===== src/sv/sscx_pkg.sv =====
`default_nettype none
// ----------------------------------------------------------------------------
// sscx_pkg
// shared sizes, controller state codes and controller/datapath bundles for
// the stripe segment center extractor
// ----------------------------------------------------------------------------
package sscx_pkg;

  localparam int MAX_HEIGHT = 1024;
  localparam int MAX_WIDTH  = 2048;

  localparam int PIX_W = 8;
  localparam int ROW_W = $clog2(MAX_HEIGHT);
  localparam int COL_W = $clog2(MAX_WIDTH);
  localparam int SUM_W = PIX_W + ROW_W;

  typedef enum logic [3:0] {
    S_IDLE = 4'b0001,
    S_READ = 4'b0010,
    S_CMP  = 4'b0100,
    S_PUSH = 4'b1000
  } state_e;

  // controller -> datapath
  typedef struct packed {
    logic idle;
    logic accept;
    logic cmp;
    logic load_out;
  } cmd_t;

  // datapath -> controller
  typedef struct packed {
    logic finish;
    logic need_search;
    logic cmp_done;
    logic out_free;
    logic run_active;
  } status_t;

endpackage
`default_nettype wire


===== src/sv/sscx_ctrl.sv =====
`default_nettype none
// ----------------------------------------------------------------------------
// sscx_ctrl
// sequencer: pixel intake, half-sum search over the prefix ram, result push
// ----------------------------------------------------------------------------
module sscx_ctrl (
  input  wire logic              clk_i,
  input  wire logic              rst_ni,
  input  wire logic              in_valid_i,
  input  wire sscx_pkg::status_t sts_i,
  output      sscx_pkg::cmd_t    cmd_o
);
  import sscx_pkg::*;

  state_e state_q, state_d;

  always_comb begin
    cmd_o          = '0;
    cmd_o.idle     = (state_q == S_IDLE);
    cmd_o.accept   = (state_q == S_IDLE) && in_valid_i;
    cmd_o.cmp      = (state_q == S_CMP);
    cmd_o.load_out = (state_q == S_PUSH) && sts_i.out_free;
  end

  always_comb begin
    state_d = state_q;
    unique case (state_q)
      S_IDLE: begin
        if (in_valid_i && sts_i.finish) begin
          state_d = sts_i.need_search ? S_READ : S_PUSH;
        end
      end
      S_READ: begin
        state_d = S_CMP;
      end
      S_CMP: begin
        if (sts_i.cmp_done) begin
          state_d = S_PUSH;
        end
      end
      S_PUSH: begin
        if (sts_i.out_free) begin
          state_d = S_IDLE;
        end
      end
      default: begin
        state_d = S_IDLE;
      end
    endcase
  end

  always_ff @(posedge clk_i or negedge rst_ni) begin
    if (!rst_ni) begin
      state_q <= S_IDLE;
    end else begin
      state_q <= state_d;
    end
  end

endmodule
`default_nettype wire


===== config.mk =====
export PLATFORM = sky130hd
export DESIGN_NAME = sscx_ctrl
export DESIGN_NICKNAME = d
export VERILOG_FILES = /design/src/sv/sscx_pkg.sv /design/src/sv/sscx_ctrl.sv
export SDC_FILE = /design/constraint.sdc
export NUM_CORES = 1
export LEC_CHECK = 0
export ABC_AREA = 1
export BUFFER_PORTS_ARGS = -buffer_cell sky130_fd_sc_hd__buf_2
export CORE_AREA = 2 2 39 41
export CTS_BUF_LIST = sky130_fd_sc_hd__clkbuf_4 sky130_fd_sc_hd__clkbuf_8
export CTS_CLUSTER_SIZE = 12
export DETAILED_ROUTE_END_ITERATION = 10
export DIE_AREA = 0 0 41 43
export GPL_TIMING_DRIVEN = 0
export PLACE_DENSITY = 0.46
export SYNTH_ARGS = -nofsm -noshare
export SYNTH_HDL_FRONTEND = slang
export SYNTH_SLANG_ARGS = --single-unit

===== constraint.sdc =====
create_clock -name clk_i -period 1.1 [get_ports clk_i]
set_clock_uncertainty 0.15 [all_clocks]
set_input_delay 0.055 -clock clk_i [delete_from_list [all_inputs] [get_ports clk_i]]
set_output_delay 0.055 -clock clk_i [all_outputs]
set_load 0.01 [all_outputs]

### After elaboration in Yosys (flattened, before gate mapping)

Index checks and enable logic that the tools add are counted.

| word-level totals | value |
|---|---|
| register bits | 4 |
| bits of input ports | 8 |
| output and inout bits | 4 |
| word-level logic and storage cells | 17 |

| operators by class | value |
|---|---|
| eq/ne operators | 7 |
| muxes and demuxes | 5 |
| reductions and logical operators | 4 |

Operator list:

| kind | count |
|---|---|
| 4-bit 2-to-1 mux | 4 |
| 4-bit one-hot mux with 4 select lines | 1 |
| 4-bit by 1-bit equality test with 1-bit output, second input constant | 1 |
| 4-bit by 2-bit equality test with 1-bit output, second input constant | 1 |
| 4-bit by 3-bit equality test with 1-bit output, second input constant | 1 |
| 4-bit equality test, second input constant | 1 |
| 2-bit inequality test, second input constant | 2 |
| 1-bit logical AND | 3 |
| 3-bit AND reduction | 1 |
| 2-bit by 1-bit inequality test with 1-bit output, second input constant | 1 |

### Longest topological paths before layout

Gate-level depths: netlist of run 1.

| depth | value |
|---|---|
| depth after elaboration | 3 |
| mapped depth | 6 |
| mapped depth without buffers | 6 |

### Least setup slack after synthesis of run 1

OpenSTA, ideal clock, no wires.

| timing path | value |
|---|---|
| path kind | register to register |
| start | register state_q[0] |
| end | register state_q[3] |
| library setup time | 0.120 ns |
| data arrival time | 0.933 ns |
| required time | 0.830 ns |
| setup slack | -0.103 ns |
| cell stages (with the launch flop) | 6 |
| buffers on the path | 0 |
| clock period less this slack | 1.203 ns |
| path through | dfstp_2 inv_1 nor2_2 nand3_1 nand2_1 o21ai_2 |

| on the way | value |
|---|---|
| word-level cells in the longest chain between the ends | 3 |
| elaborated cells between the ends (all ways) | 9 |
| those cells by class | eq/ne: 7; mux: 1; reduce/logical: 1 |

RTL lines:

| item | line | source |
|---|---|---|
| start: declaration | sscx_ctrl.sv:15 | `state_e state_q, state_d;` |
| start signal: assignment | sscx_ctrl.sv:56 | `state_q <= state_d;` |
| 4-bit by 1-bit equality test with 1-bit output, or another cell as far along | sscx_ctrl.sv:27 | `unique case (state_q)` |
| 2-bit by 1-bit inequality test with 1-bit output (no line) / 2-bit inequality test (equally long branches) | -- |  |
| 3-bit AND reduction (no line) | -- |  |

Several ways; a longest one is shown, not always the timed one.
A chain may end at the register's enable or synchronous reset.

==> results.md, run 1 <==
- WP depth: 5
- Ys Warns: 0
- Buf+Inv Stages, Crit Path: 2
- Clk buf depth: 2
- Final worst-path cycle share: 1.25
- Top reg by flops: state_q
- Slew @ Worst Pin: 0.171 ns
- Fin util: 0.387
- Final Hold Violating Endpoints: 0
- Initial antenna violation count: 0
- Synth Area per Inst: approximately 6.8 um^2
- F_max: 726 MHz
- Cells along the critical path: inv_2 -> nor2_4 -> nand2_2 -> nor2_2 -> buf_2
- Slew HR: 0.886
- DRT iter0 DRCs: 3
- Largest regs: state_q: 4 flops
- Clock sink count: 4
- Syn Inst Count: 39
- CP Class: flip-flop to output pin
- DRT Wirelength: just over 700 um
- Ant diodes: 0
- Initial Utilization: 0.191
- Final slew viol count: 0
- Clock Tree Root: clkbuf_4
- Failing checks: negative setup slack
- Largest register FFs: 4
- Yosys top cell by area: dfrtp_1
- Synth top area share: 0.284
- Share of layout cells above drive strength 1: 0.576
- Synthesized Nets: 47
- Via count: 319
- Drt pass-1 iters: 2
- PD cells: 2550 nW/um^2
- Static leakage: 0.000300 uW
- Top Ports: 12
- Filler cells: between 100 and 150
- Total CTS buffers: 3
- Max Cap Viol: 0
- Maximum VDD drop: approximately 0.00080 V
- Largest net degree at the start of global routing: 5
- Clock transition at path regs: roughly 0.03 ns
- Nature of the critical path endpoint: output pin
- Worst Path Max Fanout: 3
- Overall routing resource usage: 0.0998
- Grt ovf: 0
- Setup violations, final: 7
- Skew-Pair Late Insertion Delay: 0.24 ns
- Via density: 3.89
- Final setup TNS: -1.54 ns
- Area contributors post-synth: dfrtp_1 (28%), inv_1 (13%), nand3_1 (11%)
- Seq cells post-synth: 4
- Std-Cell Rows: 14
- PortBufs: 10
- Die footprint: ~1800 um^2
- Distinct cells, synth: 12
- Fin Hold WS: 0.0895 ns
- Nets@finish: 75
- HPWL Detailed: around 480 um
- Seq/Total Area, Yosys: 0.384
- CP max-delay cell: dfstp_2
- Worst Hold Class: input pin to flip-flop
- Global-route wire length before repair: between 1 and 1.5 mm
- Crit path required time: 0.89 ns
- Mapped Area: roughly 260 um^2
- Core area: about 1400 um^2
- Min Tclk post-route: 1.38 ns
- GPL Wtd Cong: 0.670
- Status: complete, but fails checks
- Antenna-violating nets left: 0
- Number of global-route vias before repair: 304
- WL/cell: 8.87 um
- Final worst slack: -0.277 ns
- Residual DRC: 0
- Footprint of the multi-input gates: 169 um^2
- Area grow syn2layout: 103%
- CP top delay family: flip-flops
- CTS tree: done
- Data arrival, critical path: ~1.2 ns
- Die H: between 40 and 50 um
- Register Area: 103 um^2
- RSZ-0062 raised after global routing: true
- Worst Reg-to-Reg Cells: 7
- Crit-path max cell delay: 0.53 ns
- Startpoint Class: flip-flop
- Worst hold stages: 5
- Die W: 41 um
- CTS H-tree lvls: 1
## Yosys cell counts (all sizes together)
cell type  count
dfrtp          3
clkinv         1
nand3          6
o21bai         1
nand2          8
nor2           8
dfstp          1
nand3b         1
inv            9
o21ai          1
## through the flow
step | instances | power, uW | instance area, um^2 | setup slack (ns)
after floorplan | 39 | 683 | 277 | -0.0693
after CTS | 80 | 1320 | 510 | -0.279
after detailed placement | 65 | 824 | 347 | -0.166
final | 82 | 1360 | 536 | -0.277
after global placement | 65 | 813 | 347 | -0.138
after global routing | 82 | 1490 | 536 | -0.343
## cells in the final DEF (no fill, tap or decap), types with 3 or more instances in the layout
cell type and n:
nor2_2 3, nand2_1 6, clkbuf_4 4, dlygate4sd3_1 6
inv_1 8, nor2_4 3, buf_4 7, nand3_2 4
buf_2 8
## area by class of cell
cell class,instances,area share
Inverter,10,0.0724
Multi-Input combinational cell,25,0.315
Clock buffer,4,0.0561
Sequential cell,4,0.192
Timing Repair Buffer,23,0.327
Tap cell,16,0.0374
## logic make-up (layout without fill, tap and decap cells)
kind of cell,after synthesis,count (layout),share of synthesized area
AO/OA/AOI/OAI,2,2,0.0616
buffers and inverters,10,37,0.147
flip-flops,4,4,0.384
AND/OR/NAND/NOR,23,23,0.408
## worst min-delay path, cell delays in order
cell      delay [ns]
buf_2           0.07
nand2_1         0.05
nand3_2         0.09
inv_1           0.04
o21bai_1        0.14
## final timing paths
check / slack, ns / start / end
max in group asynchronous: 0.11 / rst_ni / state_q[1]
setup reg to reg: -0.24 / state_q[0] / state_q[0]
setup / recovery: -0.28 / state_q[0] / cmd_o[2]
hold / removal: 0.09 / sts_i[4] / state_q[0]
min in group asynchronous: 0.17 / rst_ni / state_q[0]
hold reg to reg: 0.47 / state_q[1] / state_q[2]
## repair_timing
item | CTS | global route
hold buffers | 6 | 0
buffers inserted | 5 | 2
hold endpoints to repair | 7 | 0
endpoints found under the setup margin | 7 | 8
resized for setup | 8 | 3
pin swaps | 4 | 2
## per-layer routing
| metal | track usage | part of all wire | vias to the layer above |
|---|---|---|---|
| met2 | 0.175 | 0.57 | 8 |
| met5 | 0 | 0 | - |
| li1 | - | - | 169 |
| met3 | 0.0628 | 0.045 | 0 |
| met4 | 0.0200 | 0 | 0 |
| met1 | 0.0912 | 0.38 | 142 |
## power breakdown
group | internal [uW] | switching (uW) | total, uW
clock | 161 | 62.0 | 223
combinational | 438 | 409 | 847
sequential | 224 | 70.7 | 294
Note: power is estimated with default switching activity, not from simulation.
==> inputs of run 2 (changes only) <==
BUFFER_PORTS_ARGS = -buffer_cell sky130_fd_sc_hd__buf_4   (was -buffer_cell sky130_fd_sc_hd__buf_2)
==> run 2 against run 1 <==
The run still ends with negative setup slack left. Worst setup slack about the same. Register-to-register slack about the same. Maximum frequency about the same. Hold slack improved by 0.019 ns. Cell area increased by 0.93%. First-iteration DRC count increased by 33%. Sequential share of layout area decreased by 0.41 points. Largest power group unchanged.
==> results.md, run 2 (synthesis results as in run 1) <==
- Status: complete, but fails checks
- Failing checks: negative setup slack
- DRT Wirelength: 687 um (-5.5%)
- Post-Place Setup Slack: -0.136 ns (+0.0295 ns)
- Residual DRC: 0 (unchanged)
- Final worst-path cycle share: 1.25 (about the same)
- WL/cell: 8.70 um (-1.9%)
- Ant diodes: 0 (unchanged)
- HPWL Detailed: 444 um (-6.9%)
- Worst Path Max Fanout: 4 (+1)
- Skew-Pair Late Insertion Delay: 0.24 ns (about the same)
- Maximum VDD drop: 0.000739 V (-7.6%)
- Sequential fraction of design power: 0.209 (-0.007)
- Nets@finish: 72 (-4.0%)
- PortBufs: 10 (unchanged)
- Area grow syn2layout: 105%
- Final Hold Violating Endpoints: 0 (unchanged)
- Static leakage: 0.000296 uW (-1.3%)
- Most frequent cells in the layout: buf_4 (12), inv_1 (7), nand2_1 (6)
- NetSw: 566 uW (+4.3%)
- Clock Tree Root: clkbuf_4
- Int Pwr: 823 uW (about the same)
- Slew @ Worst Pin: 0.210 ns (+0.0386 ns)
- Overall routing resource usage: 0.0986 (-0.00121)
- Min Tclk post-route: 1.38 ns (+0.0000740 ns)
- Number of global-route vias before repair: 299 (-1.6%)
- Via density: 3.96 (+1.8%)
- Die H: 43 um (unchanged)
- Switching Fraction: 0.407 (+0.0101)
- Max Cap Viol: 0 (unchanged)
- Largest regs: state_q: 4 flops
- PD cells: 2570 nW/um^2 (+0.81%)
- Final worst slack: -0.277 ns (-0.0000740 ns)
- Antenna-violating nets left: 0 (unchanged)
- CTS H-tree lvls: 1 (unchanged)
- Placement Cell Area: 372 um^2 (+7.2%)
- Commonest non-fill, non-tap cell in the layout: buf_4
- GPL Wtd Cong: 0.698 (+4.2%)
- Total CTS buffers: 3 (unchanged)
- Die W: 41 um (unchanged)
- Clock transition at path regs: 0.03 ns (about the same)
- Clk buf depth: 2 (unchanged)
- Global-route wire length before repair: 1.10 mm (-4.2%)
- Largest register FFs: 4 (unchanged)
- Initial antenna violation count: 0 (unchanged)
- Clock sink count: 4 (unchanged)
- Clk pwr share: 0.164 (about the same)
- Startpoint Class: flip-flop
- Share of layout cells above drive strength 1: 0.571 (-0.00433)
- Final slew viol count: 0 (unchanged)
- F_max: 726 MHz (about the same)
- Data arrival, critical path: 1.17 ns (about the same)
- Combinational power share: 0.627 (+0.006)
- Worst Hold Class: input pin to flip-flop
- Top Ports: 12 (unchanged)
- Drt pass-1 iters: 3 (+1)
- Initial Utilization: 0.191 (unchanged)
- Die footprint: 1760 um^2 (unchanged)
- CTS tree: done
- Via count: 313 (-1.9%)
- Top reg by flops: state_q
- Setup violations, final: 7 (unchanged)
- Core area: 1380 um^2 (unchanged)
- Design area: 541 um^2 (+0.93%)
- CP Class: flip-flop to output pin
- DRT iter0 DRCs: 4 (+1)
- Grt ovf: 0 (unchanged)
- Slew HR: 0.860 (-0.0257)
- Std-Cell Rows: 14 (unchanged)
- RSZ-0062 raised after global routing: true
- Crit path required time: 0.89 ns (about the same)
- Nature of the critical path endpoint: output pin
- Largest net degree at the start of global routing: 5 (unchanged)
run 2: power groups by stage:
stage	registers (uW)	clock network [uW]	logic (uW)
after floorplan	272	0	411
after global placement	278	0	575
after detailed placement	279	0	569
after CTS	286	237	772
after global routing	299	257	955
final	291	227	871
run 2: final cells by class:
| cell class | instances | area, um^2 |
|---|---|---|
| inverters | 10 | 38.8 |
| fillers | 142 | 843 |
| multi-input cells | 25 | 176 |
| well taps | 16 | 20.0 |
| flip-flops and latches | 4 | 101 |
| repair buffers | 20 | 174 |
| clock buffers | 4 | 30.0 |
run 2: worst paths after layout:
path | end | from | cells after the start | slack (ns)
max in group asynchronous | state_q[1] | rst_ni | 3 | 0.08
setup / recovery | cmd_o[1] | state_q[0] | 5 | -0.28
hold reg to reg | state_q[2] | state_q[0] | 3 | 0.48
hold / removal | state_q[0] | sts_i[4] | 5 | 0.11
min in group asynchronous | state_q[0] | rst_ni | 2 | 0.15
setup reg to reg | state_q[3] | state_q[0] | 8 | -0.25
run 2: what timing repair did:
item,CTS,global route
resized for setup,8,5
endpoints found under the hold margin,7,0
buffers inserted,4,1
pin swaps,4,1
hold buffers,5,0
setup endpoints to repair,7,8
run 2: worst max-delay path: stages (launching register included):
cell     delay, ns
dfstp_2       0.53
buf_4         0.11
nor2_4        0.04
nand2_2       0.08
inv_1         0.04
buf_4         0.13
run 2: metrics by stage:
stage          hold WS [ns]  utilization  total power (uW)  TNS [ns]  cells
6_report              0.109        0.391              1390     -1.71     79
4_1_cts              0.0866        0.373              1300     -1.59     78
3_3_place_gp         -0.298        0.269               853    -0.601     65
3_5_place_dp         -0.297        0.269               849    -0.549     65
2_1_floorplan        -0.391            -               683    -0.184     39
5_1_grt               0.149        0.391              1510     -2.24     79
run 2: per-layer routing:
layer	GRT usage	part of all wire	up-vias	routed length, um
li1	-	-	164	-
met1	0.0939	0.37	141	253
met2	0.159	0.58	8	397
met3	0.0785	0.054	0	37
met4	0.0200	0	0	0
met5	0	0	-	0
